--- src/rtl/lfs_pkg.sv ---
`timescale 1ns / 1ps
`default_nettype none

package lfs_pkg;

  // Link codes as they appear on active_link.
  typedef enum logic [1:0] {
    LINK_NONE    = 2'd0,
    LINK_PRIMARY = 2'd1,
    LINK_BACKUP  = 2'd2
  } link_e;

  // Configuration register indexes.
  localparam int unsigned CfgIdxW = 2;
  localparam logic [CfgIdxW-1:0] CFG_GRACE = 2'd0;
  localparam logic [CfgIdxW-1:0] CFG_RETRY = 2'd1;
  localparam logic [CfgIdxW-1:0] CFG_PROBE = 2'd2;

  localparam int unsigned TimeW = 32;

  localparam logic [TimeW-1:0] GRACE_RST = 32'd25000;
  localparam logic [TimeW-1:0] RETRY_RST = 32'd300000;
  localparam logic [TimeW-1:0] PROBE_RST = 32'd5000;

  typedef struct packed {
    logic [TimeW-1:0] now_ms;
    logic             primary_up;
    logic             service_up;
    logic             backup_up;
    logic             modem_ready;
    logic             reopen_ok;
  } tick_t;

  typedef struct packed {
    logic [1:0] active_link;
    logic       switched;
    logic       probed;
    logic       reopen_requested;
    logic       penalty_on;
  } sel_t;

endpackage

`default_nettype wire

--- src/rtl/lfs_if.sv ---
`timescale 1ns / 1ps
`default_nettype none

// Tick request channel.
interface lfs_tick_if;
  logic          valid;
  logic          ready;
  lfs_pkg::tick_t payload;

  modport source (output valid, output payload, input ready);
  modport sink   (input valid, input payload, output ready);
endinterface

// Selection result channel.
interface lfs_sel_if;
  logic         valid;
  logic         ready;
  lfs_pkg::sel_t payload;

  modport source (output valid, output payload, input ready);
  modport sink   (input valid, input payload, output ready);
endinterface

`default_nettype wire

--- src/rtl/link_failover_selector_top.sv ---
`timescale 1ns / 1ps
`default_nettype none

// Link failover selector. Once per poll tick request it picks the primary link,
// the backup link or no link, and returns one result request per tick in the
// same order. A tick passes through an input register and a result register,
// so its result is presented once it is loaded into the result register; a
// new tick can be taken every cycle unless a result held by the sink stalls
// the pipeline, since all decision logic (a few 32-bit wrapping subtractions
// and compares) sits in one combinational stage between those registers. The
// selector state updates as each tick moves into the result register, so back
// to back ticks see each other's effects exactly as in sequence. Time stamps
// are milliseconds modulo 2^32, and a stored stamp of zero means "not set".
// The three 32-bit registers (grace, retry, probe interval) are written through
// the plain write port and should only be changed while no tick is in flight.
module link_failover_selector_top (
  input  wire logic                               clk_i,
  input  wire logic                               rst_ni,
  lfs_tick_if.sink                                in_req,
  lfs_sel_if.source                               out_res,
  input  wire logic                               cfg_we_i,
  input  wire logic [lfs_pkg::CfgIdxW-1:0]        cfg_idx_i,
  input  wire logic [lfs_pkg::TimeW-1:0]          cfg_wdata_i
);

  // Configuration registers.
  logic [lfs_pkg::TimeW-1:0] grace_q, retry_q, probe_q;

  always_ff @(posedge clk_i or negedge rst_ni) begin
    if (!rst_ni) begin
      grace_q <= lfs_pkg::GRACE_RST;
      retry_q <= lfs_pkg::RETRY_RST;
      probe_q <= lfs_pkg::PROBE_RST;
    end else if (cfg_we_i) begin
      case (cfg_idx_i)
        lfs_pkg::CFG_GRACE: grace_q <= cfg_wdata_i;
        lfs_pkg::CFG_RETRY: retry_q <= cfg_wdata_i;
        lfs_pkg::CFG_PROBE: probe_q <= cfg_wdata_i;
        default: ;  // Unused index: the write is dropped.
      endcase
    end
  end

  // Pipeline control. The result register loads when it is empty or being
  // drained; the input register then hands its tick forward.
  logic           in_vld_q, out_vld_q;
  lfs_pkg::tick_t tick_q;
  lfs_pkg::sel_t  sel_q, sel_d;
  logic           out_load, advance;

  assign out_load     = !out_vld_q || out_res.ready;
  assign advance      = in_vld_q && out_load;
  assign in_req.ready = !in_vld_q || out_load;

  always_ff @(posedge clk_i or negedge rst_ni) begin
    if (!rst_ni) begin
      in_vld_q  <= 1'b0;
      out_vld_q <= 1'b0;
    end else begin
      if (in_req.ready) begin
        in_vld_q <= in_req.valid;
      end
      if (out_load) begin
        out_vld_q <= in_vld_q;
      end
    end
  end

  always_ff @(posedge clk_i) begin
    if (in_req.valid && in_req.ready) begin
      tick_q <= in_req.payload;
    end
    if (advance) begin
      sel_q <= sel_d;
    end
  end

  assign out_res.valid   = out_vld_q;
  assign out_res.payload = sel_q;

  // Selector state.
  lfs_pkg::link_e            cur_q, cur_d;
  logic [lfs_pkg::TimeW-1:0] down_since_q, down_since_d;
  logic                      pen_q, pen_d;
  logic [lfs_pkg::TimeW-1:0] pen_time_q, pen_time_d;
  logic [lfs_pkg::TimeW-1:0] last_probe_q, last_probe_d;
  logic                      bok_q, bok_d;

  always_ff @(posedge clk_i or negedge rst_ni) begin
    if (!rst_ni) begin
      cur_q        <= lfs_pkg::LINK_NONE;
      down_since_q <= '0;
      pen_q        <= 1'b0;
      pen_time_q   <= '0;
      last_probe_q <= '0;
      bok_q        <= 1'b0;
    end else if (advance) begin
      cur_q        <= cur_d;
      down_since_q <= down_since_d;
      pen_q        <= pen_d;
      pen_time_q   <= pen_time_d;
      last_probe_q <= last_probe_d;
      bok_q        <= bok_d;
    end
  end

  // Decision logic for the tick held in the input register.
  logic [lfs_pkg::TimeW-1:0] now;
  logic [lfs_pkg::TimeW-1:0] down_elapsed, pen_elapsed, probe_elapsed;
  logic                      probed, reopen_req;
  lfs_pkg::link_e            want;

  assign now           = tick_q.now_ms;
  assign probe_elapsed = now - last_probe_q;

  always_comb begin
    down_since_d = down_since_q;
    pen_d        = pen_q;
    pen_time_d   = pen_time_q;
    last_probe_d = last_probe_q;
    bok_d        = bok_q;
    probed       = 1'b0;
    reopen_req   = 1'b0;

    // A primary link that has dropped clears its outage tracking first.
    if (!tick_q.primary_up) begin
      down_since_d = '0;
      pen_d        = 1'b0;
    end

    // While on the primary link, time a service outage against the grace time.
    down_elapsed = now - down_since_d;
    if (cur_q == lfs_pkg::LINK_PRIMARY) begin
      if (tick_q.service_up) begin
        down_since_d = '0;
        pen_d        = 1'b0;
      end else if (down_since_d == '0) begin
        down_since_d = now;
      end else if (!pen_d && (down_elapsed > grace_q)) begin
        pen_d      = 1'b1;
        pen_time_d = now;
      end
    end

    // Lift the penalty once the retry window has passed.
    pen_elapsed = now - pen_time_d;
    if (pen_d && (pen_elapsed > retry_q)) begin
      pen_d        = 1'b0;
      down_since_d = '0;
    end

    if (tick_q.primary_up && !pen_d) begin
      want = lfs_pkg::LINK_PRIMARY;
    end else begin
      // Sample the backup link at most once per probe interval.
      if ((probe_elapsed >= probe_q) || (last_probe_q == '0)) begin
        probed       = 1'b1;
        last_probe_d = now;
        bok_d        = tick_q.backup_up;
        if (!tick_q.backup_up && tick_q.modem_ready) begin
          reopen_req = 1'b1;
          bok_d      = tick_q.reopen_ok;
        end
      end
      if (bok_d) begin
        want = lfs_pkg::LINK_BACKUP;
      end else if (tick_q.primary_up) begin
        want = lfs_pkg::LINK_PRIMARY;
      end else begin
        want = lfs_pkg::LINK_NONE;
      end
    end

    cur_d = want;

    sel_d.active_link      = want;
    sel_d.switched         = (want != cur_q);
    sel_d.probed           = probed;
    sel_d.reopen_requested = reopen_req;
    sel_d.penalty_on       = pen_d;
  end

endmodule

`default_nettype wire
--- src/flat_wrapper.sv ---
// flat-port wrapper written by rule: the top's interface ports become plain ports
module link_failover_selector_top_flat 
  (clk_i, rst_ni, cfg_we_i, cfg_idx_i, cfg_wdata_i, in_req_valid, in_req_payload, in_req_ready, out_res_valid, out_res_payload, out_res_ready);
  lfs_tick_if in_req_i ();
  lfs_sel_if out_res_i ();
  input  wire logic clk_i;
  input  wire logic rst_ni;
  input  wire logic cfg_we_i;
  input  wire logic [lfs_pkg::CfgIdxW-1:0] cfg_idx_i;
  input  wire logic [lfs_pkg::TimeW-1:0] cfg_wdata_i;
  input wire logic [$bits(in_req_i.valid)-1:0] in_req_valid;
  input wire logic [$bits(in_req_i.payload)-1:0] in_req_payload;
  output wire logic [$bits(in_req_i.ready)-1:0] in_req_ready;
  output wire logic [$bits(out_res_i.valid)-1:0] out_res_valid;
  output wire logic [$bits(out_res_i.payload)-1:0] out_res_payload;
  input wire logic [$bits(out_res_i.ready)-1:0] out_res_ready;
  assign in_req_i.valid = in_req_valid;
  assign in_req_i.payload = in_req_payload;
  assign in_req_ready = in_req_i.ready;
  assign out_res_valid = out_res_i.valid;
  assign out_res_payload = out_res_i.payload;
  assign out_res_i.ready = out_res_ready;
  link_failover_selector_top u_core (.clk_i(clk_i), .rst_ni(rst_ni), .in_req(in_req_i), .out_res(out_res_i), .cfg_we_i(cfg_we_i), .cfg_idx_i(cfg_idx_i), .cfg_wdata_i(cfg_wdata_i));
endmodule
--- config.mk ---
export PLATFORM = sky130hd
export DESIGN_NAME = link_failover_selector_top_flat
export DESIGN_NICKNAME = d
export VERILOG_FILES = /design/src/rtl/lfs_pkg.sv /design/src/rtl/lfs_if.sv /design/src/rtl/link_failover_selector_top.sv /design/src/flat_wrapper.sv
export SDC_FILE = /design/constraint.sdc
export NUM_CORES = 1
export LEC_CHECK = 0
export BUFFER_PORTS_ARGS = -buffer_cell sky130_fd_sc_hd__buf_2
export CAP_MARGIN = 0
export CORE_MARGIN = 5
export CORE_UTILIZATION = 52
export DETAILED_ROUTE_END_ITERATION = 16
export HOLD_SLACK_MARGIN = 0.08
export PLACE_DENSITY = 0.72
export SETUP_SLACK_MARGIN = 0.05
export SLEW_MARGIN = 30
export SYNTH_ARGS = -nofsm -noshare
export SYNTH_HDL_FRONTEND = slang
export SYNTH_SLANG_ARGS = --single-unit
--- constraint.sdc ---
create_clock -name clk_i -period 9.63 [get_ports clk_i]
set_input_delay 0.4815 -clock clk_i [delete_from_list [all_inputs] [get_ports clk_i]]
set_output_delay 0.4815 -clock clk_i [all_outputs]
set_load 0.005 [all_outputs]
Word-level counts from Yosys, hierarchy flattened. Cells that the tools add are included.

Shift operators: 0. Bitwise operators: 2. Reductions and logical operators: 23. Multipliers: 0. Mux-type cells: 23. $lt $le $gt $ge: 3. Div/mod/pow operators: 0. Eq/ne operators: 4. Add/sub/neg operators: 3.

Operator list (number): $mux 32 (9); $sub 32x32->32 (3); $gt 32x32->1 (2); $logic_not 32->1 (2); $ge 32x32->1 (1); $mux 1 (12); $reduce_and 2->1 (4); $logic_and 1x1->1 (6); $logic_not 1->1 (5); $eq 2x1->1 const B (2); $mux 2 (2); $logic_or 1x1->1 (3); $reduce_and 3->1 (1); $eq 2x2->1 const B (1); $logic_not 2->1 (1); $ne 2x2->1 (1); $not 1->1 (2); $reduce_or 2->1 (1).

Memories kept: 0. Output and inout bits: 8. Bits in latches: 0. Input port bits: 76. ROM bits: 0. Bits in writable memories: 0. Word-level logic and storage cells: 80. Bits in registers: 241.

Logic depth before layout (Yosys ltp). Gate-level depths: netlist of run 1.

Depth after elaboration: 18. Depth in mapped cells: 51. Mapped depth without buffers: 46.

Least setup slack after synthesis of run 1. OpenSTA, ideal clock, no wires.

Kind: register to register. From: register u_core.tick_q[4] in the netlist's numbering. To: register u_core.last_probe_q[10] in the netlist's numbering. Stages on the path, launching flop included: 46. Period minus slack after synthesis: 10148 ps. Setup time: 125 ps. Arrival: 10023 ps. Buffers on the path: 6. Setup slack: -518 ps. Data required time: 9505 ps. Cell sequence: edfxtp_1 > clkbuf_1 > clkbuf_1 > nand2_1 > ha_1 > o211ai_1 > a21oi_1 > o211ai_1 > a211o_1 > a41o_1 > o21ai_0 > o211ai_1 > a21boi_0 > mux2i_1 > nand2_1 > ha_1 > a21o_1 > a21o_1 > [10 not listed] > a311oi_1 > o31ai_1 > o41ai_1 > a211oi_1 > ha_1 > nand4_1 > nor4_1 > nand4_1 > o31ai_1 > o31a_2 > o21ai_2 > a221oi_4 > nor2b_2 > buf_6 > or3_1 > buf_6 > buf_12 > mux2_4.

Word-level cells in the longest chain between the ends: 16. Elaborated cells between the ends (all ways): 23. Those cells by class: add/sub (2); order compare (2); mux (11); bitwise (1); reduce/logical (7).

Ends and longest elaborated chain: start, declared (RTL line link_failover_selector_top.sv:47) `lfs_pkg::tick_t tick_q;`; start signal, assigned (RTL line link_failover_selector_top.sv:71) `tick_q <= in_req.payload;`; $mux 32 (RTL line link_failover_selector_top.sv:126) `if (!tick_q.primary_up) begin`; $sub 32x32->32 (RTL line link_failover_selector_top.sv:132) `down_elapsed = now - down_since_d;`; $gt 32x32->1 (RTL line link_failover_selector_top.sv:139) `end else if (!pen_d && (down_elapsed > grace_q)) begin`; $logic_and 1x1->1 (RTL line link_failover_selector_top.sv:139); $mux 32 (RTL line link_failover_selector_top.sv:139); $mux 32 (RTL line link_failover_selector_top.sv:137) `end else if (down_since_d == '0) begin`; $mux 32 (RTL line link_failover_selector_top.sv:134) `if (tick_q.service_up) begin`; $mux 32 (RTL line link_failover_selector_top.sv:133) `if (cur_q == lfs_pkg::LINK_PRIMARY) begin`; $sub 32x32->32 (RTL line link_failover_selector_top.sv:146) `pen_elapsed = now - pen_time_d;`; $gt 32x32->1 (RTL line link_failover_selector_top.sv:147) `if (pen_d && (pen_elapsed > retry_q)) begin`; $logic_and 1x1->1 (RTL line link_failover_selector_top.sv:147); $mux 1 * (RTL line link_failover_selector_top.sv:147); named net u_core.pen_d (RTL line link_failover_selector_top.sv:84) `logic pen_q, pen_d;`; $logic_not 1->1 * (RTL line link_failover_selector_top.sv:152) `if (tick_q.primary_up && !pen_d) begin`; $logic_and 1x1->1 * (RTL line link_failover_selector_top.sv:152); $not 1->1 (no source line) *; $reduce_and 3->1 (no source line) *; end signal, assigned (RTL line link_failover_selector_top.sv:102) `last_probe_q <= last_probe_d;`; end, declared (RTL line link_failover_selector_top.sv:86) `logic [lfs_pkg::TimeW-1:0] last_probe_q, last_probe_d;`.

The timed path passes the listed nets; every way through them passes the cells marked *. A chain may end at the register's enable or synchronous reset.

Final worst setup path of run 1.
From: register u_core.tick_q[4] in the netlist's numbering. To: register u_core.last_probe_q[30] in the netlist's numbering.

Word-level cells in the longest chain between the ends: 16. Elaborated cells between the ends (all ways): 23. Those cells by class: add/sub (2); order compare (2); mux (11); bitwise (1); reduce/logical (7).

Ends and longest elaborated chain: $mux 32 (RTL line link_failover_selector_top.sv:126); $sub 32x32->32 (RTL line link_failover_selector_top.sv:132); $gt 32x32->1 (RTL line link_failover_selector_top.sv:139); $logic_and 1x1->1 (RTL line link_failover_selector_top.sv:139); $mux 32 (RTL line link_failover_selector_top.sv:139); $mux 32 * (RTL line link_failover_selector_top.sv:137); $mux 32 * (RTL line link_failover_selector_top.sv:134); $mux 32 * (RTL line link_failover_selector_top.sv:133); named net u_core.pen_time_d, one bit (RTL line link_failover_selector_top.sv:85) `logic [lfs_pkg::TimeW-1:0] pen_time_q, pen_time_d;`; [1 not listed]; $gt 32x32->1 * (RTL line link_failover_selector_top.sv:147); $logic_and 1x1->1 * (RTL line link_failover_selector_top.sv:147); $mux 1 * (RTL line link_failover_selector_top.sv:147); named net u_core.pen_d (RTL line link_failover_selector_top.sv:84); $logic_not 1->1 * (RTL line link_failover_selector_top.sv:152); $logic_and 1x1->1 * (RTL line link_failover_selector_top.sv:152); $not 1->1 (no source line) *; $reduce_and 3->1 (no source line) *.

Marked as above.

==> summary.txt, run 1 <==
Cells and area
  • Antenna diodes: 0
  • Final Non-Filler Cells: 2,355
  • P&R area growth vs syn: 25.42%
  • Share of cells above drive strength 1: 0.2985
  • Final nets: 2,201
  • Fin util: 0.6581

Placed design
  • HPWL after DPL: 35,260 um
  • Final GP Congestion: 0.9574
  • Post-Place Cells: 2,234
  • Buffers on Ports: 83

Power and ir drop
  • P_leak: 10.07 nW
  • Switching pwr: 0.002480 W
  • Reg power frac: 0.241
  • Pwr Density: 299.8 mW/mm^2
  • Max IR drop VDD: 0.1595 mV
  • Clk pwr share: 0.180
  • Switching portion of total power: 0.3995
  • P_int: 0.003729 W
  • Logic pwr share: 0.579

Run
  • Max-cap violations: 0

Routing
  • Vias post-DR: 13,718
  • Drt initial violations: 932
  • Vias/cell: 5.825
  • Antenna viol nets, final: 0
  • Routed Wire Length: 48,020 um
  • Routed len/inst: 20.39 um
  • Drt drc: 0
  • DRT Pass-1 Iters: 5

Setup path
  • CP startpoint kind: flip-flop
  • Worst path max stage delay: 450 ps
  • WP data required: 10,070 ps
  • Critical Path Slowest Stage Cell: or3_4
  • Worst Path Buf+Inv: 7
  • Critical path's top delay family: compound AO/OA/AOI/OAI gates
  • Critical Path AT: 10,250 ps
  • Crit path kind: reg -> reg
  • Crit Path Max Fanout: 7
  • Most used cell along the critical path: o211ai_1
  • CP startpoint: u_core.tick_q[4]$_DFFE_PP_
  • R2r startpoint: u_core.tick_q[4]$_DFFE_PP_
  • Critical path endpoint category: flip-flop

GRT
  • Largest net degree at the start of global routing: 68
  • Grt ovf: 0
  • First-pass GRT wire length: 75,330 um
  • Overall Global Routing Usage: 0.2655
  • Initial antenna violation count: 0
  • Vias in the first global route: 13,800

CTS
  • CTS tree: built
  • Clock root cell: clkbuf_16
  • Num Clock Sinks: 241
  • Clock transition at path regs: 60 ps
  • Clock buffer depth: 3
  • Clock H-tree levels: 1
  • Clk Latency, worst-skew pair: 560 ps
  • TritonCTS buffer count: 28

Synth
  • Post-synthesis cell area: 0.01651 sq mm
  • FF+latch count, synth: 241
  • Synth top area cells: dfrtp_1 27%, ha_1 14%, edfxtp_1 7.8%
  • Warnings, synthesis: 0
  • Number of synthesized flops with an enable pin: 43
  • Synth Instances: 1,626
  • Seq/Total Area, Yosys: 0.3796
  • Most frequent cells after synthesis: 191 x ha_1, 179 x dfrtp_1, 158 x inv_1, 114 x nand2_1, 98 x mux2_2
  • Biggest area consumer among synthesized cells: dfrtp_1
  • Mapped Nets: 1,896
  • Yosys cell types: 67
  • Area share of the largest cell type after synthesis: 0.2712
  • Most common cell in the netlist: ha_1
  • Top_reg_cell synth: dfrtp_1
  • Asr flop ratio synth: 0.8216
  • Post-Syn Area per Cell: 10.16 sq um

Timing
  • Slew @ Worst Pin: 974.8 ps
  • Setup Viol. Count Final: 32
  • Max Fclk: 0.1020 GHz
  • Final Critical Period: 9809 ps
  • Skew final: 24.02 ps
  • Final Cycle Share: 1.019
  • Max_slew headroom: 0.3462
  • Unrepaired setup endpoints after global routing: true
  • Fin. max-slew vios: 0
  • Fin. Hold Viols: 0
  • PnR worst setup slack: -178.6 ps

Outcome
  • Run status: finished with violations
  • Failing checks: negative setup slack

Die
  • Core area: 0.03147 sq mm
  • Die Ht: 188.2 um
  • Starting density of the core: 0.5247
  • Row count: 65
  • # IOs: 84
  • Die ar.: 0.03542 sq mm
  • Die span in x: 188.2 um

Min path
  • Worst Min Path Start: in_req_payload[5]
  • HP Class: in -> reg
==> routing by layer <==
layer | share of wire | track usage
met2 | 0.46 | 0.4346
met5 | 0 | 0
met3 | 0.056 | 0.03446
met1 | 0.45 | 0.3697
met4 | 0.036 | 0.08216
==> layout by cell type, fill, tap and decap left out, types with 19 or more instances in the layout <==
cell type / instances
buf_4: 193
ha_1: 185
dfrtp_1: 179
inv_1: 156
nand2_1: 111
mux2_2: 98
buf_2: 82
a21oi_1: 75
a21o_1: 72
o21ai_0: 71
nor2_1: 61
xnor2_1: 47
edfxtp_1: 43
mux2i_1: 33
a22o_1: 32
mux2_4: 30
clkbuf_16: 29
nand4_1: 26
xor2_1: 25
nand2b_1: 20
a21oi_2: 19
nand3_1: 19
dfstp_2: 19
==> stage by stage <==
stage	TNS, ps	instance area [sq um]	power, W	hold slack (ps)	setup WS (ps)
6_report	-4494	20710	0.006209	91.14	-178.6
5_1_grt	-26350	20710	0.006652	81.58	-592.6
4_1_cts	-3998	20310	0.006029	80.01	-164.3
3_5_place_dp	-34130	18540	0.004720	478.8	-807.5
3_3_place_gp	-8926	18540	0.004616	467.3	-312.5
2_1_floorplan	0	16540	0.003663	185.9	131.2
==> power groups by stage <==
stage / clock, W / combinational (W) / sequential (W)
floorplan: 0 / 0.00222 / 0.00144
global placement: 0 / 0.00312 / 0.00149
detailed placement: 0 / 0.00322 / 0.00150
CTS: 0.00113 / 0.00341 / 0.00149
global route: 0.00118 / 0.00395 / 0.00152
finish: 0.00112 / 0.00360 / 0.00150
==> cell families (layout without fill, tap and decap cells) <==
group | after synthesis | count (layout) | synth area share
AOI/OAI and AO/OA | 397 | 397 | 0.1608
xor gates and xnor gates | 74 | 74 | 0.03925
adders and majority gates | 194 | 194 | 0.1483
buffers and inverters | 198 | 525 | 0.04887
DFF | 241 | 241 | 0.3797
muxes | 162 | 162 | 0.1147
and+or+nand+nor | 360 | 360 | 0.1084
==> sequential cells by signal (all words and copies together) (netlist names), 5 cells and up <==
| name | cells |
|---|---|
| u_core.last_probe_q | 32 |
| u_core.probe_q | 32 |
| u_core.pen_time_q | 32 |
| u_core.down_since_q | 32 |
| u_core.tick_q | 5 |
| u_core.now | 32 |
| u_core.retry_q | 32 |
| u_core.grace_q | 32 |
| u_core.out_res.payload | 6 |
==> cell type report <==
class | instances | area, sq um
flip-flops and latches | 241 | 6270
clock inverters | 15 | 185.2
multi-input cells | 1187 | 9951
repair buffers | 315 | 2435
inverters | 158 | 593.1
clock buffers | 37 | 775.7
well taps | 402 | 503.0
fillers | 2425 | 10760
==> worst paths after layout <==
kind                                                            end  slack, ps  depth (start not counted)
worst max-delay path            u_core.last_probe_q[30]$_DFFE_PN0P_       -180                         49
worst min-delay path                        u_core.now[0]$_DFFE_PP_         90                          1
worst max register to register  u_core.last_probe_q[30]$_DFFE_PN0P_       -180                         49
worst min register to register     u_core.out_res.valid$_DFFE_PN0P_        490                          1
max in group asynchronous       u_core.last_probe_q[13]$_DFFE_PN0P_       8060                          3
min in group asynchronous             u_core.grace_q[4]$_DFFE_PN0P_        480                          2
==> repair_timing <==
action                                 4_1_cts  5_1_grt
setup buffers                               35       19
endpoints found under the hold margin       60        1
setup endpoints to repair                   73       74
gates cloned                                 4        0
pin swaps                                   36       57
gates resized for setup                     56       64
hold buffers                                14        1
Power figures use the tool's default switching activity.
==> run 2, diff against run 1 <==
--- a/config.mk
+++ b/config.mk
@@ -11,6 +11,7 @@
 export CORE_UTILIZATION = 52
 export DETAILED_ROUTE_END_ITERATION = 16
 export HOLD_SLACK_MARGIN = 0.08
+export MAX_ROUTING_LAYER = met4
 export PLACE_DENSITY = 0.72
 export SETUP_SLACK_MARGIN = 0.05
 export SLEW_MARGIN = 30
==> run 2 against run 1 <==
Combinational power is 3% lower. Sequential power hardly changed. Clock power is 6% higher. Non-clock buffer count is 10 higher. The run still ends with negative setup slack left. Via count is 1.4% higher. Power is 0.52% lower. Clock-buffer cell count is 4 higher. Register-to-register slack better by 50 ps.
==> summary.txt, run 2 (synthesis results as in run 1) <==
Timing
  • Fin. Hold Viols: 0 (unchanged)
  • Fin. max-slew vios: 0 (unchanged)
  • Max_slew headroom: 0.3683 (was 0.3462)
  • Final hold slack: 105.1 ps (was 91.14 ps)
  • Unrepaired setup endpoints after global routing: true (unchanged)
  • Final Critical Period: 9755 ps (was 9809 ps)
  • Final Cycle Share: 1.013 (was 1.019)
  • Slew @ Worst Pin: 941.9 ps (was 974.8 ps)
  • Setup Viol. Count Final: 32 (unchanged)
  • PnR worst setup slack: -125.2 ps (was -178.6 ps)
  • Skew final: 19.71 ps (was 24.02 ps)
  • Max Fclk: 0.1025 GHz (was 0.1020 GHz)

Die
  • Row count: 65 (unchanged)
  • Starting density of the core: 0.5247 (unchanged)
  • Die Ht: 188.2 um (unchanged)
  • Die ar.: 0.03542 sq mm (unchanged)
  • Die span in x: 188.2 um (unchanged)
  • # IOs: 84 (unchanged)
  • Core area: 0.03147 sq mm (unchanged)

CTS
  • TritonCTS buffer count: 29 (was 28)
  • CTS tree: built (unchanged)
  • Clk Latency, worst-skew pair: 580 ps (was 560 ps)
  • Clock transition at path regs: 60 ps (about the same)
  • Num Clock Sinks: 241 (unchanged)
  • Clock H-tree levels: 1 (unchanged)
  • Clock root cell: clkbuf_16 (unchanged)
  • Clock buffer depth: 3 (unchanged)

Cells and area
  • P&R area growth vs syn: 25.43% (was 25.42%)
  • Share of cells above drive strength 1: 0.2845 (was 0.2985)
  • Most frequent cells in the layout: 189 x buf_4, 187 x ha_1, 179 x dfrtp_1 (was 193 x buf_4, 185 x ha_1, 179 x dfrtp_1)
  • Post-layout instance area: 0.02071 sq mm (about the same)
  • Commonest non-fill, non-tap cell in the layout: buf_4 (unchanged)
  • Antenna diodes: 0 (unchanged)
  • Final nets: 2,212 (was 2,201)
  • Final Non-Filler Cells: 2,367 (was 2,355)

Power and ir drop
  • Max IR drop VDD: 0.1742 mV (was 0.1595 mV)
  • P_leak: 10.06 nW (was 10.07 nW)
  • Total design power: 0.006177 W (was 0.006209 W)
  • Pwr Density: 298.2 mW/mm^2 (was 299.8 mW/mm^2)

Routing
  • Routed len/inst: 20.50 um (was 20.39 um)
  • Vias/cell: 5.874 (was 5.825)
  • Drt drc: 0 (unchanged)
  • Vias post-DR: 13,904 (was 13,718)
  • Antenna viol nets, final: 0 (unchanged)
  • Routed Wire Length: 48,520 um (was 48,020 um)
  • DRT Pass-1 Iters: 5 (unchanged)
  • Drt initial violations: 859 (was 932)

Setup path
  • WP data required: 10,090 ps (was 10,070 ps)
  • Critical Path Slowest Stage Cell: or3_4 (unchanged)
  • Most used cell along the critical path: buf_4 (was o211ai_1)
  • CP startpoint kind: flip-flop (unchanged)
  • Critical path endpoint category: flip-flop (unchanged)
  • Worst path max stage delay: 490 ps (was 450 ps)
  • Crit Path Max Fanout: 6 (was 7)
  • Crit path kind: reg -> reg (unchanged)
  • Critical Path AT: 10,210 ps (was 10,250 ps)

GRT
  • Overall Global Routing Usage: 0.2727 (was 0.2655)
  • Grt ovf: 0 (unchanged)
  • First-pass GRT wire length: 74,940 um (was 75,330 um)
  • Vias in the first global route: 13,791 (was 13,800)
  • Initial antenna violation count: 0 (unchanged)
  • Largest net degree at the start of global routing: 74 (was 68)

Placed design
  • Final GP Congestion: 0.9444 (was 0.9574)
  • Post-DP Area: 0.01857 sq mm (was 0.01854 sq mm)
  • HPWL after DPL: 35,370 um (was 35,260 um)
  • Post-Place Cells: 2,238 (was 2,234)
  • Setup WS pre-CTS: -647.0 ps (was -807.5 ps)
  • Buffers on Ports: 83 (unchanged)

Min path
  • HP Class: in -> reg (unchanged)

Run
  • Max-cap violations: 0 (unchanged)

Outcome
  • Run status: finished with violations (unchanged)
  • Failing checks: negative setup slack (unchanged)
run 2: cell types whose count changed in the layout (fill, tap and decap cells not counted), moves of 4 or more:
cell / previous run / this run
buf_6: 11 / 5
a21oi_1: 75 / 83
a21oi_2: 19 / 10
clkbuf_8: 3 / 9
dlygate4sd3_1: 15 / 37
buf_4: 193 / 189
run 2: where the power goes:
group	switching, W	internal, W
Clock	0.000462	0.000725
Combinational	0.00181	0.00168
Sequential	0.000189	0.00131
Total	0.00247	0.00371
run 2: what timing repair did:
item                                    4_1_cts  5_1_grt
cloned                                        1        3
hold endpoints to repair                     78        0
resized for setup                            35       49
endpoints found under the setup margin       71       73
hold buffers                                 37        0
buffers inserted                             15       20
pin swaps                                    25       35
run 2: metal layers:
| layer | vias up | share of wire | GRT usage |
|---|---|---|---|
| met5 | - | 0 | - |
| met4 | 0 | 0.028 | 0.07228 |
| met3 | 97 | 0.056 | 0.04613 |
| met2 | 389 | 0.47 | 0.4322 |
| met1 | 6871 | 0.44 | 0.3663 |
| li1 | 6547 | - | - |
run 2: stage by stage:
step / utilization / TNS (ps)
after floorplan: - / 0
after global placement: 0.5901 / -10260
after detailed placement: 0.5901 / -26830
after CTS: 0.6443 / 0
after global routing: 0.6581 / -25300
final: 0.6581 / -3525
run 2: worst max-delay path, delay by kind of cell, from the launching register on:
kind,cells,cell delay [ps]
compound gates,23,3960
fa+ha+maj,4,1230
buf+inv,9,1490
flops,1,360
mux,3,670
simple gates,10,1910
run 2: final timing paths:
kind                                             startpoint                                   to  slack, ps  cells past startpoint
max                              u_core.tick_q[4]$_DFFE_PP_  u_core.last_probe_q[13]$_DFFE_PN0P_       -130                     49
min                                            in_req_valid          u_core.in_vld_q$_DFFE_PN0N_        110                      2
max reg2reg                      u_core.tick_q[4]$_DFFE_PP_  u_core.last_probe_q[13]$_DFFE_PN0P_       -130                     49
min reg2reg                u_core.pen_time_q[0]$_DFFE_PN0P_     u_core.pen_time_q[0]$_DFFE_PN0P_        500                      2
max in group asynchronous                            rst_ni       u_core.probe_q[25]$_DFFE_PN0P_       8120                      3
min in group asynchronous                            rst_ni        u_core.grace_q[6]$_DFFE_PN0P_        430                      2
run 2: cell type report:
class                      count  area [sq um]
tap                          402         503.0
sequential                   241          6270
clock buffer                  41         850.8
clock inverter                13         192.7
multi-input combinational   1187          9792
timing repair buffer         325          2512
fill                        2462         10760
inverter                     158         593.1
